File: config.mk
export PLATFORM = sky130hd
export DESIGN_NAME = two_car_elevator_dispatch_flat
export DESIGN_NICKNAME = d
export VERILOG_FILES = /design/src/hdl/tcd_pkg.sv /design/src/hdl/tcd_if.sv /design/src/hdl/tcd_car_step.sv /design/src/hdl/two_car_elevator_dispatch.sv /design/src/flat_wrapper.sv
export SDC_FILE = /design/constraint.sdc
export NUM_CORES = 1
export LEC_CHECK = 0
export BUFFER_PORTS_ARGS = -buffer_cell sky130_fd_sc_hd__buf_2
export CORE_MARGIN = 2
export CORE_UTILIZATION = 61
export DETAILED_ROUTE_END_ITERATION = 8
export PLACE_DENSITY = 0.83
export SLEW_MARGIN = 10
export SYNTH_ARGS = -nofsm -noshare
export SYNTH_HDL_FRONTEND = slang
export SYNTH_SLANG_ARGS = --single-unit
export TNS_END_PERCENT = 100
File: constraint.sdc
create_clock -name clk -period 9.2 [get_ports clk]
set_input_delay 1.84 -clock clk [delete_from_list [all_inputs] [get_ports clk]]
set_output_delay 1.84 -clock clk [all_outputs]
set_load 0.005 [all_outputs]
File: src/hdl/tcd_pkg.sv
`timescale 1ns / 1ps
`default_nettype none
// ----------------------------------------------------------------------------
// tcd_pkg: shared types and constants of the two-car dispatcher
// Car state record, step result, sequencer codes, key codes and register
// indexes used by the dispatcher and its car step logic.
// ----------------------------------------------------------------------------
package tcd_pkg;

	localparam int FLOORS = 4;

	localparam logic [2:0] FLOOR_BOTTOM = 3'd1;
	localparam logic [2:0] FLOOR_TOP    = 3'd4;

	localparam logic [7:0] TRAVEL_RESET = 8'd35;
	localparam logic [7:0] DOOR_RESET   = 8'd70;

	// Request kinds.
	localparam logic REQ_TICK  = 1'b0;
	localparam logic REQ_PRESS = 1'b1;

	// Configuration register indexes.
	localparam logic CFG_TRAVEL = 1'b0;
	localparam logic CFG_DOOR   = 1'b1;

	// Matrix key codes.
	localparam logic [7:0] KEY_A1  = 8'h11;
	localparam logic [7:0] KEY_A2  = 8'h21;
	localparam logic [7:0] KEY_A3  = 8'h41;
	localparam logic [7:0] KEY_A4  = 8'h81;
	localparam logic [7:0] KEY_B1  = 8'h12;
	localparam logic [7:0] KEY_B2  = 8'h22;
	localparam logic [7:0] KEY_B3  = 8'h42;
	localparam logic [7:0] KEY_B4  = 8'h82;
	localparam logic [7:0] KEY_HU1 = 8'h14;
	localparam logic [7:0] KEY_HU2 = 8'h24;
	localparam logic [7:0] KEY_HU3 = 8'h84;
	localparam logic [7:0] KEY_HD2 = 8'h44;
	localparam logic [7:0] KEY_HD3 = 8'h18;
	localparam logic [7:0] KEY_HD4 = 8'h28;

	// Step of the current car within its turn.
	typedef enum logic [1:0] {
		SUB_DECIDE      = 2'd0,
		SUB_DOOR_OWN    = 2'd1,
		SUB_TRAVEL      = 2'd2,
		SUB_DOOR_ARRIVE = 2'd3
	} sub_t;

	typedef struct packed {
		logic [2:0] pos;
		logic [2:0] target;
		logic       up;
		logic       idle;
		logic       stop;
		logic [3:0] cab_up;
		logic [3:0] cab_dn;
	} car_t;

	typedef struct packed {
		car_t       car;
		logic [3:0] hall_up;
		logic [3:0] hall_dn;
		sub_t       sub_next;
		logic       swap;
		logic       load_wait;
		logic       wait_door;
	} step_t;

	// One-hot mask of a floor, zero outside 1..4.
	function automatic logic [3:0] fbit(input logic [2:0] f);
		logic [3:0] m;
		case (f)
			3'd1:    m = 4'b0001;
			3'd2:    m = 4'b0010;
			3'd3:    m = 4'b0100;
			3'd4:    m = 4'b1000;
			default: m = 4'b0000;
		endcase
		return m;
	endfunction

endpackage
`default_nettype wire

File: src/hdl/tcd_if.sv
`timescale 1ns / 1ps
`default_nettype none
// ----------------------------------------------------------------------------
// tcd_if: channel interfaces of the two-car dispatcher
// Request, result and configuration write channels with valid and ready.
// ----------------------------------------------------------------------------
interface tcd_req_if;
	logic       valid;
	logic       ready;
	logic       req_type;
	logic [7:0] key_code;

	modport source (output valid, req_type, key_code, input ready);
	modport sink (input valid, req_type, key_code, output ready);
endinterface

interface tcd_rsp_if;
	logic       valid;
	logic       ready;
	logic [2:0] floor_a;
	logic [2:0] floor_b;
	logic       going_up_a;
	logic       going_up_b;
	logic       door_open_a;
	logic       door_open_b;
	logic [3:0] car_lamps_a;
	logic [3:0] car_lamps_b;
	logic [3:0] hall_up_lamps;
	logic [3:0] hall_down_lamps;
	logic       waiting;

	modport source (output valid, floor_a, floor_b, going_up_a, going_up_b, door_open_a,
		door_open_b, car_lamps_a, car_lamps_b, hall_up_lamps, hall_down_lamps, waiting,
		input ready);
	modport sink (input valid, floor_a, floor_b, going_up_a, going_up_b, door_open_a,
		door_open_b, car_lamps_a, car_lamps_b, hall_up_lamps, hall_down_lamps, waiting,
		output ready);
endinterface

interface tcd_cfg_if;
	logic       valid;
	logic       ready;
	logic       addr;
	logic [7:0] data;

	modport source (output valid, addr, data, input ready);
	modport sink (input valid, addr, data, output ready);
endinterface
`default_nettype wire

File: src/hdl/tcd_car_step.sv
`timescale 1ns / 1ps
`default_nettype none
// ----------------------------------------------------------------------------
// tcd_car_step: one turn of the active car
// Decide turn with idle hall search and LOOK scan, or completion of a door
// stay or a one-floor move. Purely combinational.
// ----------------------------------------------------------------------------
module tcd_car_step (
	input  tcd_pkg::car_t  cur,
	input  logic [2:0]     other_target,
	input  logic [3:0]     hall_up,
	input  logic [3:0]     hall_dn,
	input  tcd_pkg::sub_t  sub,
	input  logic           finish,
	output tcd_pkg::step_t step
);
	import tcd_pkg::*;

	always_comb begin
		car_t       c;
		logic [3:0] hu;
		logic [3:0] hd;
		logic [3:0] b;
		logic [3:0] hall_any;
		logic       found;
		logic [2:0] t;

		c        = cur;
		hu       = hall_up;
		hd       = hall_dn;
		b        = 4'b0000;
		hall_any = hall_up | hall_dn;
		found    = 1'b0;
		t        = cur.pos;
		step.sub_next  = SUB_DECIDE;
		step.swap      = 1'b1;
		step.load_wait = 1'b0;
		step.wait_door = 1'b0;

		if (!finish && sub == SUB_DECIDE) begin
			// An idle car first grabs the nearest hall call behind its direction.
			if (c.idle) begin
				if (c.up) begin
					for (int i = 1; i <= FLOORS; i++) begin
						if (3'(i) <= c.pos && hall_any[i-1]) begin
							found = 1'b1;
							t     = 3'(i);
						end
					end
				end else begin
					for (int i = FLOORS; i >= 1; i--) begin
						if (3'(i) >= c.pos && hall_any[i-1]) begin
							found = 1'b1;
							t     = 3'(i);
						end
					end
				end
				if (found && other_target != t) c.target = t;
			end

			// LOOK scan ahead in the current direction.
			found = 1'b0;
			t     = c.pos;
			if (c.up) begin
				for (int i = FLOORS; i >= 1; i--) begin
					if (3'(i) >= c.pos && (c.cab_up[i-1] ||
							(hu[i-1] && other_target != 3'(i)))) begin
						found = 1'b1;
						t     = 3'(i);
					end
				end
				if (found) c.target = t;
				else c.up = 1'b0;
			end else begin
				for (int i = 1; i <= FLOORS; i++) begin
					if (3'(i) <= c.pos && (c.cab_dn[i-1] ||
							(hd[i-1] && other_target != 3'(i)))) begin
						found = 1'b1;
						t     = 3'(i);
					end
				end
				if (found) c.target = t;
				else c.up = 1'b1;
			end

			b = fbit(c.pos);
			if (c.target == c.pos) begin
				if (c.up && (hu & b) != 4'b0000) begin
					c.stop   = 1'b1;
					c.idle   = 1'b0;
					c.cab_up = c.cab_up & ~b;
					hu       = hu & ~b;
					step.load_wait = 1'b1;
					step.wait_door = 1'b1;
					step.sub_next  = SUB_DOOR_OWN;
					step.swap      = 1'b0;
				end else if (!c.up && (hd & b) != 4'b0000) begin
					c.stop   = 1'b1;
					c.idle   = 1'b0;
					c.cab_dn = c.cab_dn & ~b;
					hd       = hd & ~b;
					step.load_wait = 1'b1;
					step.wait_door = 1'b1;
					step.sub_next  = SUB_DOOR_OWN;
					step.swap      = 1'b0;
				end
			end else begin
				c.up   = (c.target > c.pos);
				c.idle = 1'b0;
				c.stop = 1'b0;
				step.load_wait = 1'b1;
				step.sub_next  = SUB_TRAVEL;
				step.swap      = 1'b0;
			end
		end else begin
			case (sub)
				SUB_TRAVEL: begin
					if (c.up) begin
						if (c.pos < FLOOR_TOP) c.pos = c.pos + 3'd1;
						b        = fbit(c.pos);
						c.cab_up = c.cab_up & ~b;
						hu       = hu & ~b;
					end else begin
						if (c.pos > FLOOR_BOTTOM) c.pos = c.pos - 3'd1;
						b        = fbit(c.pos);
						c.cab_dn = c.cab_dn & ~b;
						hd       = hd & ~b;
					end
					if (c.pos == c.target) begin
						c.stop = 1'b1;
						step.load_wait = 1'b1;
						step.wait_door = 1'b1;
						step.sub_next  = SUB_DOOR_ARRIVE;
						step.swap      = 1'b0;
					end
				end
				SUB_DOOR_ARRIVE: begin
					c.stop = 1'b0;
					if ((c.cab_up | c.cab_dn | hu | hd) == 4'b0000) c.idle = 1'b1;
				end
				default: begin
					c.stop = 1'b0;
				end
			endcase
		end

		step.car     = c;
		step.hall_up = hu;
		step.hall_dn = hd;
	end

endmodule
`default_nettype wire

File: src/hdl/two_car_elevator_dispatch.sv
`timescale 1ns / 1ps
`default_nettype none
// ----------------------------------------------------------------------------
// two_car_elevator_dispatch: two cars over four floors in LOOK order
// Takes button presses and ticks, keeps both cars and all calls, and
// reports the full lamp and car status after every item.
// ----------------------------------------------------------------------------
//  channel | dir | contents
//  --------+-----+--------------------------------------------------------
//  req     | in  | req_type (tick or press), key_code
//  rsp     | out | floors, directions, doors, cab and hall lamps, waiting
//  cfg     | in  | addr 0 travel_ticks, addr 1 door_ticks, data
//
// Every item is held in an input register and the whole car turn settles
// between that register and the result register, so a new item is taken in
// every cycle while results flow out.
// Reset clears both cars to floor 1, idle, going up, all calls cleared, and
// the turn set to car A deciding; travel and door lengths go to 35 and 70.
// A stalled result holds the input register, which then throttles the request
// side; configuration writes are always taken.
// ----------------------------------------------------------------------------
module two_car_elevator_dispatch (
	input  wire logic clk,
	input  wire logic arst_n,
	tcd_req_if.sink   req,
	tcd_rsp_if.source rsp,
	tcd_cfg_if.sink   cfg
);
	import tcd_pkg::*;

	// Configuration registers.
	logic [7:0] travel_q;
	logic [7:0] door_q;

	// Input stage.
	logic       valid_s1;
	logic       req_type_s1;
	logic [7:0] key_code_s1;

	// Controller state. The turn is the active car plus its step.
	car_t       car_a_q, car_b_q;
	logic [3:0] hall_up_q, hall_dn_q;
	logic       sel_q;
	sub_t       sub_q;
	logic [7:0] wait_q;

	// Result register.
	logic       out_valid_q;
	logic [2:0] floor_a_q, floor_b_q;
	logic       going_up_a_q, going_up_b_q;
	logic       door_open_a_q, door_open_b_q;
	logic [3:0] car_lamps_a_q, car_lamps_b_q;
	logic [3:0] hall_up_lamps_q, hall_down_lamps_q;
	logic       waiting_q;

	// Next-state values.
	car_t       car_a_n, car_b_n;
	logic [3:0] hall_up_n, hall_dn_n;
	logic       sel_n;
	sub_t       sub_n;
	logic [7:0] wait_n;

	car_t       cur;
	logic [2:0] other_target;
	step_t      step;
	logic [7:0] len_raw;
	logic [7:0] wait_len;

	logic       out_free;
	logic       advance;

	// Press decode.
	logic       cab_a, cab_b;
	logic [2:0] cab_floor;
	logic [3:0] hall_up_set, hall_dn_set;

	// The result register frees up when it is empty or being taken; the input
	// stage then moves its item through the car logic into it.
	assign out_free  = !out_valid_q || rsp.ready;
	assign advance   = valid_s1 && out_free;
	assign req.ready = !valid_s1 || advance;
	assign cfg.ready = 1'b1;

	always_ff @(posedge clk or negedge arst_n) begin
		if (!arst_n) begin
			travel_q <= TRAVEL_RESET;
			door_q   <= DOOR_RESET;
		end else if (cfg.valid) begin
			unique case (cfg.addr)
				CFG_TRAVEL: travel_q <= cfg.data;
				CFG_DOOR:   door_q   <= cfg.data;
				default:    ;
			endcase
		end
	end

	always_ff @(posedge clk or negedge arst_n) begin
		if (!arst_n) begin
			valid_s1 <= 1'b0;
		end else if (req.ready) begin
			valid_s1 <= req.valid;
		end
	end

	always_ff @(posedge clk) begin
		if (req.valid && req.ready) begin
			req_type_s1 <= req.req_type;
			key_code_s1 <= req.key_code;
		end
	end

	// The active car and the target of the other one, which blocks shared
	// hall calls that it already serves.
	assign cur          = sel_q ? car_b_q : car_a_q;
	assign other_target = sel_q ? car_a_q.target : car_b_q.target;

	tcd_car_step u_car_step (
		.cur          (cur),
		.other_target (other_target),
		.hall_up      (hall_up_q),
		.hall_dn      (hall_dn_q),
		.sub          (sub_q),
		.finish       (wait_q != 8'd0),
		.step         (step)
	);

	// A countdown length of zero behaves as one tick.
	assign len_raw  = step.wait_door ? door_q : travel_q;
	assign wait_len = (len_raw == 8'd0) ? 8'd1 : len_raw;

	always_comb begin
		cab_a       = 1'b0;
		cab_b       = 1'b0;
		cab_floor   = FLOOR_BOTTOM;
		hall_up_set = 4'b0000;
		hall_dn_set = 4'b0000;
		unique case (key_code_s1)
			KEY_A1:  begin cab_a = 1'b1; cab_floor = 3'd1; end
			KEY_A2:  begin cab_a = 1'b1; cab_floor = 3'd2; end
			KEY_A3:  begin cab_a = 1'b1; cab_floor = 3'd3; end
			KEY_A4:  begin cab_a = 1'b1; cab_floor = 3'd4; end
			KEY_B1:  begin cab_b = 1'b1; cab_floor = 3'd1; end
			KEY_B2:  begin cab_b = 1'b1; cab_floor = 3'd2; end
			KEY_B3:  begin cab_b = 1'b1; cab_floor = 3'd3; end
			KEY_B4:  begin cab_b = 1'b1; cab_floor = 3'd4; end
			KEY_HU1: hall_up_set = 4'b0001;
			KEY_HU2: hall_up_set = 4'b0010;
			KEY_HU3: hall_up_set = 4'b0100;
			KEY_HD2: hall_dn_set = 4'b0010;
			KEY_HD3: hall_dn_set = 4'b0100;
			KEY_HD4: hall_dn_set = 4'b1000;
			default: ;
		endcase
	end

	always_comb begin
		car_a_n   = car_a_q;
		car_b_n   = car_b_q;
		hall_up_n = hall_up_q;
		hall_dn_n = hall_dn_q;
		sel_n     = sel_q;
		sub_n     = sub_q;
		wait_n    = wait_q;

		if (req_type_s1 == REQ_PRESS) begin
			// A cab press sets an up or down call relative to where the car is
			// now; its own floor sets nothing.
			if (cab_a) begin
				if (car_a_q.pos > cab_floor)
					car_a_n.cab_dn = car_a_q.cab_dn | fbit(cab_floor);
				else if (car_a_q.pos < cab_floor)
					car_a_n.cab_up = car_a_q.cab_up | fbit(cab_floor);
			end
			if (cab_b) begin
				if (car_b_q.pos > cab_floor)
					car_b_n.cab_dn = car_b_q.cab_dn | fbit(cab_floor);
				else if (car_b_q.pos < cab_floor)
					car_b_n.cab_up = car_b_q.cab_up | fbit(cab_floor);
			end
			hall_up_n = hall_up_q | hall_up_set;
			hall_dn_n = hall_dn_q | hall_dn_set;
		end else begin
			// A tick counts a running countdown down. When nothing runs, or
			// the countdown ends on this tick, the active car takes its step.
			if (wait_q != 8'd0) wait_n = wait_q - 8'd1;
			if (wait_q[7:1] == 7'd0) begin
				if (sel_q) car_b_n = step.car;
				else car_a_n = step.car;
				hall_up_n = step.hall_up;
				hall_dn_n = step.hall_dn;
				sel_n     = sel_q ^ step.swap;
				sub_n     = step.sub_next;
				if (step.load_wait) wait_n = wait_len;
			end
		end
	end

	always_ff @(posedge clk or negedge arst_n) begin
		if (!arst_n) begin
			car_a_q   <= '{pos: FLOOR_BOTTOM, target: FLOOR_BOTTOM, up: 1'b1, idle: 1'b1,
				stop: 1'b1, cab_up: 4'b0000, cab_dn: 4'b0000};
			car_b_q   <= '{pos: FLOOR_BOTTOM, target: FLOOR_BOTTOM, up: 1'b1, idle: 1'b1,
				stop: 1'b1, cab_up: 4'b0000, cab_dn: 4'b0000};
			hall_up_q <= 4'b0000;
			hall_dn_q <= 4'b0000;
			sel_q     <= 1'b0;
			sub_q     <= SUB_DECIDE;
			wait_q    <= 8'd0;
		end else if (advance) begin
			car_a_q   <= car_a_n;
			car_b_q   <= car_b_n;
			hall_up_q <= hall_up_n;
			hall_dn_q <= hall_dn_n;
			sel_q     <= sel_n;
			sub_q     <= sub_n;
			wait_q    <= wait_n;
		end
	end

	always_ff @(posedge clk or negedge arst_n) begin
		if (!arst_n) begin
			out_valid_q <= 1'b0;
		end else if (advance) begin
			out_valid_q <= 1'b1;
		end else if (rsp.ready) begin
			out_valid_q <= 1'b0;
		end
	end

	// The result shows the state as it stands after the item.
	always_ff @(posedge clk) begin
		if (advance) begin
			floor_a_q         <= car_a_n.pos;
			floor_b_q         <= car_b_n.pos;
			going_up_a_q      <= car_a_n.up;
			going_up_b_q      <= car_b_n.up;
			door_open_a_q     <= car_a_n.stop && !car_a_n.idle;
			door_open_b_q     <= car_b_n.stop && !car_b_n.idle;
			car_lamps_a_q     <= car_a_n.cab_up | car_a_n.cab_dn;
			car_lamps_b_q     <= car_b_n.cab_up | car_b_n.cab_dn;
			hall_up_lamps_q   <= hall_up_n;
			hall_down_lamps_q <= hall_dn_n;
			waiting_q         <= (wait_n != 8'd0);
		end
	end

	assign rsp.valid           = out_valid_q;
	assign rsp.floor_a         = floor_a_q;
	assign rsp.floor_b         = floor_b_q;
	assign rsp.going_up_a      = going_up_a_q;
	assign rsp.going_up_b      = going_up_b_q;
	assign rsp.door_open_a     = door_open_a_q;
	assign rsp.door_open_b     = door_open_b_q;
	assign rsp.car_lamps_a     = car_lamps_a_q;
	assign rsp.car_lamps_b     = car_lamps_b_q;
	assign rsp.hall_up_lamps   = hall_up_lamps_q;
	assign rsp.hall_down_lamps = hall_down_lamps_q;
	assign rsp.waiting         = waiting_q;

`ifndef SYNTH
	// A countdown only runs during a door stay or a move, never while deciding.
	a_wait_not_decide: assert property (@(posedge clk) disable iff (!arst_n)
		wait_q != 8'd0 |-> sub_q != SUB_DECIDE)
		else $error("countdown running in decide step");

	// Both cars stay within the shaft.
	a_floor_range: assert property (@(posedge clk) disable iff (!arst_n)
		car_a_q.pos >= FLOOR_BOTTOM && car_a_q.pos <= FLOOR_TOP &&
		car_b_q.pos >= FLOOR_BOTTOM && car_b_q.pos <= FLOOR_TOP)
		else $error("car position out of range");

	// An item moved out of the input stage always shows up as a result.
	a_advance_result: assert property (@(posedge clk) disable iff (!arst_n)
		advance |=> out_valid_q)
		else $error("processed item produced no result");

	// While a result is stalled no further item may change the state.
	a_stall_holds_state: assert property (@(posedge clk) disable iff (!arst_n)
		out_valid_q && !rsp.ready |=> $stable(wait_q) && $stable(sel_q) &&
			$stable(hall_up_q) && $stable(hall_dn_q))
		else $error("state changed while result stalled");
`endif

endmodule
`default_nettype wire
File: src/flat_wrapper.sv
// flat-port wrapper written by rule: the top's interface ports become plain ports
module two_car_elevator_dispatch_flat import tcd_pkg::*;
  (clk, arst_n, req_valid, req_req_type, req_key_code, req_ready, rsp_valid, rsp_floor_a, rsp_floor_b, rsp_going_up_a, rsp_going_up_b, rsp_door_open_a, rsp_door_open_b, rsp_car_lamps_a, rsp_car_lamps_b, rsp_hall_up_lamps, rsp_hall_down_lamps, rsp_waiting, rsp_ready, cfg_valid, cfg_addr, cfg_data, cfg_ready);
  tcd_req_if req_i ();
  tcd_rsp_if rsp_i ();
  tcd_cfg_if cfg_i ();
  input  wire logic clk;
  input  wire logic arst_n;
  input wire logic [$bits(req_i.valid)-1:0] req_valid;
  input wire logic [$bits(req_i.req_type)-1:0] req_req_type;
  input wire logic [$bits(req_i.key_code)-1:0] req_key_code;
  output wire logic [$bits(req_i.ready)-1:0] req_ready;
  output wire logic [$bits(rsp_i.valid)-1:0] rsp_valid;
  output wire logic [$bits(rsp_i.floor_a)-1:0] rsp_floor_a;
  output wire logic [$bits(rsp_i.floor_b)-1:0] rsp_floor_b;
  output wire logic [$bits(rsp_i.going_up_a)-1:0] rsp_going_up_a;
  output wire logic [$bits(rsp_i.going_up_b)-1:0] rsp_going_up_b;
  output wire logic [$bits(rsp_i.door_open_a)-1:0] rsp_door_open_a;
  output wire logic [$bits(rsp_i.door_open_b)-1:0] rsp_door_open_b;
  output wire logic [$bits(rsp_i.car_lamps_a)-1:0] rsp_car_lamps_a;
  output wire logic [$bits(rsp_i.car_lamps_b)-1:0] rsp_car_lamps_b;
  output wire logic [$bits(rsp_i.hall_up_lamps)-1:0] rsp_hall_up_lamps;
  output wire logic [$bits(rsp_i.hall_down_lamps)-1:0] rsp_hall_down_lamps;
  output wire logic [$bits(rsp_i.waiting)-1:0] rsp_waiting;
  input wire logic [$bits(rsp_i.ready)-1:0] rsp_ready;
  input wire logic [$bits(cfg_i.valid)-1:0] cfg_valid;
  input wire logic [$bits(cfg_i.addr)-1:0] cfg_addr;
  input wire logic [$bits(cfg_i.data)-1:0] cfg_data;
  output wire logic [$bits(cfg_i.ready)-1:0] cfg_ready;
  assign req_i.valid = req_valid;
  assign req_i.req_type = req_req_type;
  assign req_i.key_code = req_key_code;
  assign req_ready = req_i.ready;
  assign rsp_valid = rsp_i.valid;
  assign rsp_floor_a = rsp_i.floor_a;
  assign rsp_floor_b = rsp_i.floor_b;
  assign rsp_going_up_a = rsp_i.going_up_a;
  assign rsp_going_up_b = rsp_i.going_up_b;
  assign rsp_door_open_a = rsp_i.door_open_a;
  assign rsp_door_open_b = rsp_i.door_open_b;
  assign rsp_car_lamps_a = rsp_i.car_lamps_a;
  assign rsp_car_lamps_b = rsp_i.car_lamps_b;
  assign rsp_hall_up_lamps = rsp_i.hall_up_lamps;
  assign rsp_hall_down_lamps = rsp_i.hall_down_lamps;
  assign rsp_waiting = rsp_i.waiting;
  assign rsp_i.ready = rsp_ready;
  assign cfg_i.valid = cfg_valid;
  assign cfg_i.addr = cfg_addr;
  assign cfg_i.data = cfg_data;
  assign cfg_ready = cfg_i.ready;
  two_car_elevator_dispatch u_core (.clk(clk), .arst_n(arst_n), .req(req_i), .rsp(rsp_i), .cfg(cfg_i));
endmodule
==> key figures, run 1 <==
Status
  • Status: completed

Clock tree
  • CTS Buffer Depth: 2
  • CTS resizes: 0
  • Clk root buf: clkbuf_8
  • CTS tree: done
  • Worst-path clk slew: 100 ps
  • Clock sinks: around 110
  • CTS HTree Levels: 3
  • CTS buffer count: 9
  • Post-CTS Setup Repair Bufs: 0
  • Post-CTS Hold Buffers: 0
  • Worst skew pair latency: ~400 ps

Critical path
  • CP arrival: about 7300 ps
  • CP startpoint kind: register
  • Crit path required time: around 9300 ps
  • CP Class: reg -> reg
  • Maximum fanout along the worst path: 12
  • CP Capture Type: register

Place
  • Placed cell area: 7200 µm²
  • Placed Cells: between 900 and 1000
  • RD Place Congestion: around 1
  • DP Worst Slack: 2190 ps
  • PortBufs: a little over 50
  • Dpl hpwl: about 16000 µm

Yosys
  • Mapped Cells: about 750
  • Synth unique cells: 87
  • Synth area leader: dfrtp_1
  • EDFF count, synth: 36
  • Synth area leaders: dfrtp_1 20%, edfxtp_1 16%, dfstp_2 6.1%, o21ai_0 5.7%, mux2_2 5.1%
  • Seq/Total Area, Yosys: ~42%
  • Flops & latches, synth: 107
  • Yosys warns: 0
  • Async SR Flop Fraction: around two thirds
  • Share of the synthesized area in the top cell type: between 20% and 30%
  • Mapped cell area: 6840 µm²
  • Syn avg cell area: between 9 and 10 µm²
  • Synth Flop Type: dfrtp_1
  • Net Count, Synth: between 700 and 800

Layout
  • Layout Cells excl Fill: about 940
  • Filler cells: approximately 900
  • Nets: 831
  • # diodes: 0
  • Layout Utilization: between 60% and 70%
  • Fin area: ~7400 µm²
  • Multi-input logic area: roughly 3700 µm²
  • Storage element area: roughly 2900 µm²
  • Share of layout cells above drive strength 1: 17.6%
  • P&R area growth vs syn: 8.12%

Global route
  • Vias in the first global route: between 6000 and 7000
  • Largest net degree at the start of global routing: 72
  • Global-route wire length before repair: about 33000 µm
  • GRT Util Overall: a little under two fifths
  • M2 GR Usage: between 60% and 70%
  • GR peak layer: met2
  • Initial antenna violation count: 0
  • Met3 usage: under 10%
  • Grt total ovfl: 0
  • Met1 usage: about 48%

Detailed routing
  • Routed WL: 21100 µm
  • Avg Vias per Cell: between 6 and 7
  • # DRC: 0
  • Drt first pass iters: 6
  • DR iter-0 viols: about 800
  • Post-route ant nets: 0
  • Routed len/inst: between 20 and 25 µm
  • Via count: 6400

Timing
  • Setup ws final: about 2000 ps
  • Hold WS: around 510 ps
  • Endpoints failing setup: 0
  • Setup TNS: 0 ps
  • Pins Over Slew Limit: 0
  • Minimum clock period: a little over 7000 ps
  • F_max: between 100 and 150 MHz
  • Post-route clock period utilization: about four fifths
  • Worst-Margin Slew: 1060 ps
  • Slew margin rel.: roughly 28%
  • Final Hold Viols: 0
  • Clk_skew: around 10 ps
  • RSZ-0062 raised after global routing: false

Floorplanning
  • Die Area: between 10000 and 15000 µm²
  • # rows: 38
  • Die width: 110 µm
  • # IOs: between 50 and 60
  • Initial Util: 62.8%
  • CORE AREA: ~11000 µm²
  • Chip height: around 110 µm

Pwr
  • Net Sw Frac: ~45%
  • LEAKAGE: ~3.0 nW
  • Logic pwr share: a little under 50%
  • Internal cell power: 1.08 mW
  • P_sw: slightly below 0.9 mW
  • Power, Total: 1.96 mW
  • Clock share of power: 15.2%
  • Max VDD drop: roughly 0.15 mV
  • Sequential share of power: a little over a third
  • Power Density: 265 nW/µm²

Min path
  • Hold WC Path Type: reg -> reg

Job
  • Max-cap violations: 0
critical path: stages (launching register included):
cell and delay (ps):
dfstp_2 600, mux2i_1 100, buf_4 190, inv_1 250
ha_1 540, inv_1 110, o211a_1 280, o21ai_0 430
a2bb2oi_1 320, xnor2_1 110, a31oi_1 310, mux2_2 250
o21ai_0 80, a21oi_1 260, inv_1 100, ha_1 310
nand3_1 200, nor2_1 360, nand2_1 140, a21oi_2 200
nand3b_4 260, mux2_2 360, o21ai_1 170, or4b_1 440
or4b_1 540
cells by family (layout without fill, tap and decap cells):
kind of cell / count (synthesis) / count (layout) / share of synthesized area, %
simple gates: 285 / 285 / 21.1
other cells: 1 / 1 / 0.0548
mux: 55 / 55 / 8.69
xor+xnor: 10 / 10 / 1.28
buf+inv: 61 / 106 / 3.69
compound gates: 215 / 215 / 20.0
flops: 107 / 107 / 42.1
fa+ha+maj: 17 / 17 / 3.11
power groups by stage:
stage	registers [mW]	clock network (mW)	logic (mW)
2_1_floorplan	0.645	0	0.723
3_3_place_gp	0.688	0	0.931
3_5_place_dp	0.695	0	0.939
4_1_cts	0.687	0.300	0.945
5_1_grt	0.701	0.321	1.05
6_report	0.692	0.299	0.969
layer usage:
| layer | vias to the layer above | wire length [µm] | part of all wire [%] |
|---|---|---|---|
| met5 | - | 0 | 0 |
| met4 | 0 | 767 | 3.6 |
| met3 | 64 | 2150 | 10 |
| met2 | 427 | 10000 | 47 |
| met1 | 3063 | 8200 | 39 |
| li1 | 2846 | - | - |
synthesized netlist by cell type (all sizes together) (4+ instances only):
cell type,n
nor4,9
dfrtp,55
mux2,32
nand2b,8
nor3b,7
nor4bb,4
nand3,20
a2bb2oi,4
a21oi,47
ha,17
o21ai,81
a221o,4
nand4,8
o22ai,6
o31ai,11
buf,11
o22a,4
nor4b,7
nor2,72
dfstp,16
or2,4
nor2b,6
and2,8
xnor2,7
clkbuf,19
a31oi,6
nand2,93
edfxtp,36
and3,4
mux2i,23
a22oi,6
nor3,17
inv,29
a21o,6
nand3b,5
o31a,4
worst paths after layout:
path                                    start            endpoint  slack (ps)  cells past startpoint
setup / recovery           u_core.car_a_q[14]  u_core.rsp.waiting        1990                     24
hold / removal              u_core.car_b_q[9]   u_core.car_b_q[9]         510                      2
setup reg to reg           u_core.car_a_q[14]  u_core.rsp.waiting        1990                     24
hold reg to reg             u_core.car_b_q[9]   u_core.car_b_q[9]         510                      2
max in group asynchronous              arst_n        u_core.sel_q        6900                      2
min in group asynchronous              arst_n   u_core.car_b_q[0]        1620                      2
layout make-up:
cell class              instances  area share (%)
repair buffers                 59            4.26
clock buffers                   9            1.67
clock inverters                 7            1.03
multi-input cells             583            50.2
inverters                      31            1.57
flip-flops and latches        107            38.9
well taps                     140            2.37
sequential cells by signal (all words and copies together), names as in the netlist, 3 cells and up:
name                        flops
u_core.car_a_q                 17
u_core.car_b_q                 17
u_core.door_q                   8
u_core.hall_dn_q                4
u_core.hall_up_q                4
u_core.key_code_s1              8
u_core.rsp.car_lamps_a          4
u_core.rsp.car_lamps_b          4
u_core.rsp.floor_a              3
u_core.rsp.floor_b              3
u_core.rsp.hall_down_lamps      4
u_core.rsp.hall_up_lamps        4
u_core.travel_q                 8
u_core.wait_q                   8
layout by cell type, fill, tap and decap left out, types with 6 or more instances in the layout:
cell,count
buf_4,8
nor3_1,17
edfxtp_1,36
nor4b_1,7
o21ai_0,78
nor3b_1,7
a21o_1,6
ha_1,17
a31oi_1,6
and2_1,7
mux2_2,31
nand3_1,20
o31ai_1,10
nor2b_1,6
dfstp_2,16
nor4_1,8
a21oi_1,46
nand2b_1,8
buf_2,51
o22ai_1,6
clkbuf_8,9
nand4_1,6
nand2_1,92
inv_1,28
mux2i_1,22
dfrtp_1,54
a22oi_1,6
xnor2_1,7
nor2_1,72
(Power assumes the default switching activity.)
==> run 2: changes to the inputs <==
Settings changed: CORE_UTILIZATION 61 to 55, PLACE_DENSITY 0.83 to 0.79.
Clock period 9.2 ns to 5.9 ns, I/O delays scaled along.
==> key figures, run 2 (synthesized netlist as in run 1, its figures left out) <==
Timing
  • Minimum clock period: 5700 ps (-1510 ps)
  • Clk_skew: 5.01 ps (-5.28 ps)
  • Endpoints failing setup: 0 (unchanged)
  • Pins Over Slew Limit: 0 (unchanged)
  • F_max: 175 MHz (+26%)
  • Slew margin rel.: 30.8% (+2.5 points)
  • Final Hold Viols: 0 (unchanged)
  • Setup ws final: 201 ps (-1790 ps)
  • Worst-Margin Slew: 1030 ps (-31.5 ps)
  • Post-route clock period utilization: 96.6% (+18 points)

Pwr
  • Sequential share of power: 30.4% (-4.9 points)
  • Clock share of power: 16.1% (+0.9 points)
  • Net Sw Frac: 42.4% (-2.5 points)
  • Logic pwr share: 53.5% (+4.1 points)
  • LEAKAGE: 3.23 nW (+8.0%)
  • Max VDD drop: 0.289 mV (+92%)
  • P_sw: 1.46 mW (+66%)
  • Power, Total: 3.45 mW (+76%)
  • Internal cell power: 1.99 mW (+84%)
  • Power Density: 434 nW/µm² (+64%)

Clock tree
  • CTS buffer count: 9 (unchanged)
  • Clk root buf: clkbuf_16
  • Worst skew pair latency: 350 ps (-50 ps)
  • CTS tree: done
  • Post-CTS Hold Buffers: 0 (unchanged)
  • Worst-path clk slew: 70 ps (-30 ps)
  • CTS Buffer Depth: 2 (unchanged)
  • CTS HTree Levels: 3 (unchanged)
  • Clock sinks: 107 (unchanged)

Place
  • Placed Cells: 971 (+5.5%)
  • Placed cell area: 7450 µm² (+3.5%)
  • RD Place Congestion: 1.02 (+0.41%)
  • DP Worst Slack: -37.2 ps (-2230 ps)
  • PortBufs: 51 (unchanged)
  • Dpl hpwl: 15800 µm (+0.50%)

Floorplanning
  • Chip height: 116 µm (+5.1%)
  • # IOs: 53 (unchanged)
  • Die Area: 13300 µm² (+10%)
  • Die width: 116 µm (+5.1%)
  • # rows: 40 (+5.3%)
  • Initial Util: 56.7% (-6.1 points)
  • CORE AREA: 12100 µm² (+11%)

Status
  • Status: completed

Critical path
  • Crit-path cells: mux2i_4, clkinv_2, ha_2, or4_4, a22oi_2, o21ai_2, a2bb2oi_2, xor2_1, a31oi_2, mux2_4, o31ai_2, a21oi_2, inv_1, ha_4, nand3_4, nor2_4, nand2_2, a21oi_2, nand3b_4, buf_6, nand2_1, a31o_1, or4b_1, or4b_1
  • Capturing point of the worst reg2reg path: u_core.rsp.waiting
  • CP Class: reg -> reg
  • Crit-path slowest cell: or4b_1
  • Top delay family on crit path: simple AND/OR/NAND/NOR gates
  • R2r startpoint: u_core.sel_q
  • CP arrival: 5790 ps (-1550 ps)
  • Worst path max stage delay: 540 ps (-60 ps)
  • Flop2flop setup slack: 200 ps (-1790 ps)
  • CP bufs+invs: 3 (-1)
  • Crit path required time: 5990 ps (-3350 ps)
  • Maximum fanout along the worst path: 7 (-5)
  • CP startpoint kind: register
  • Register-to-Register Path Depth: 24 (unchanged)
  • CP Capture Type: register

Min path
  • Worst hold start: u_core.valid_s1
  • Worst Hold Path Cells: 1 (-1)
  • Hold Path End: u_core.rsp.valid
  • Hold WC Path Type: reg -> reg

Layout
  • Fin area: 7950 µm² (+7.4%)
  • Share of layout cells above drive strength 1: 24.2% (+6.6 points)
  • Most frequent cells in the layout: 91 x nand2_1, 75 x o21ai_0, 71 x nor2_1, 54 x dfrtp_1, 51 x buf_2
  • Layout Cells excl Fill: 1000 (+6.8%)
  • Top Registers: u_core.car_a_q (17), u_core.car_b_q (17)
  • # diodes: 0 (unchanged)
  • P&R area growth vs syn: 16.2%
  • Nets: 867 (+4.3%)
  • Leading cell type in the layout, fill and taps excluded: nand2_1

Global route
  • Global-route wire length before repair: 32900 µm (-0.50%)
  • Grt total ovfl: 0 (unchanged)
  • Vias in the first global route: 6224 (+2.3%)
  • Largest net degree at the start of global routing: 72 (unchanged)
  • Initial antenna violation count: 0 (unchanged)
  • GRT Util Overall: 32.1% (-4.7 points)

Detailed routing
  • Post-route ant nets: 0 (unchanged)
  • # DRC: 0 (unchanged)
  • Drt first pass iters: 5 (-1)
  • DR iter-0 viols: 569 (-29%)
  • Avg Vias per Cell: 6.41 (-6.3%)
  • Via count: 6408 (+0.13%)
  • Routed len/inst: 20.9 µm (-7.3%)
  • Routed WL: 20900 µm (-0.95%)

Job
  • Max-cap violations: 0 (unchanged)
## run 2: cell types whose count changed in the layout (fill, tap and decap cells not counted), sizes merged
| cell | delta |
|---|---|
| buf | +36 |
| clkbuf | +3 |
| inv | -2 |
| bufinv | -1 |
| clkinv | +1 |
| clkinvlp | -1 |
## run 2: area by class of cell
class,count,area (µm²)
fillers,974,4120
multi-input cells,583,3880
flip-flops and latches,107,2880
repair buffers,95,593
clock buffers,12,236
well taps,168,210
inverters,31,118
clock inverters,4,28.8
## run 2: worst max path at each step
| stage | cells past startpoint | slack (ps) | to | from |
|---|---|---|---|---|
| 3_3_place_gp | 23 | 200 | u_core.rsp.waiting | u_core.car_a_q[14] |
| 3_5_place_dp | 23 | -40 | u_core.rsp.waiting | u_core.car_a_q[14] |
| 2_1_floorplan | 25 | 20 | u_core.rsp.waiting | u_core.sel_q |
| 6_report | 24 | 200 | u_core.rsp.waiting | u_core.sel_q |
| 5_1_grt | 24 | -70 | u_core.rsp.waiting | u_core.sel_q |
| 4_1_cts | 24 | 10 | u_core.rsp.waiting | u_core.sel_q |
## run 2: metal layers
metal	track usage (%)	routed length, µm
met1	40.4	8340
met2	54.7	10400
met3	7.06	1450
met4	11.5	715
met5	0	0
## run 2: repair_timing
| item | in CTS | in global routing |
|---|---|---|
| gates resized for setup | 3 | 28 |
| buffers inserted | 0 | 13 |
| pin swaps | 0 | 14 |
| endpoints found under the setup margin | 1 | 1 |
## run 2: power groups by stage
stage	Sequential, mW	Clock (mW)	Combinational (mW)
after floorplan	1.01	0	1.16
after global placement	1.05	0	1.58
after detailed placement	1.06	0	1.60
after CTS	1.04	0.566	1.63
after global routing	1.06	0.590	2.00
final	1.05	0.557	1.84
## run 2: metrics by stage
stage               hold slack (ps)  setup TNS [ps]  util (%)
global placement                470               0      61.8
global route                    521           -71.3      65.9
floorplan                       457               0         -
CTS                             494               0      64.1
finish                          491               0      65.9
detailed placement              483           -37.2      61.8
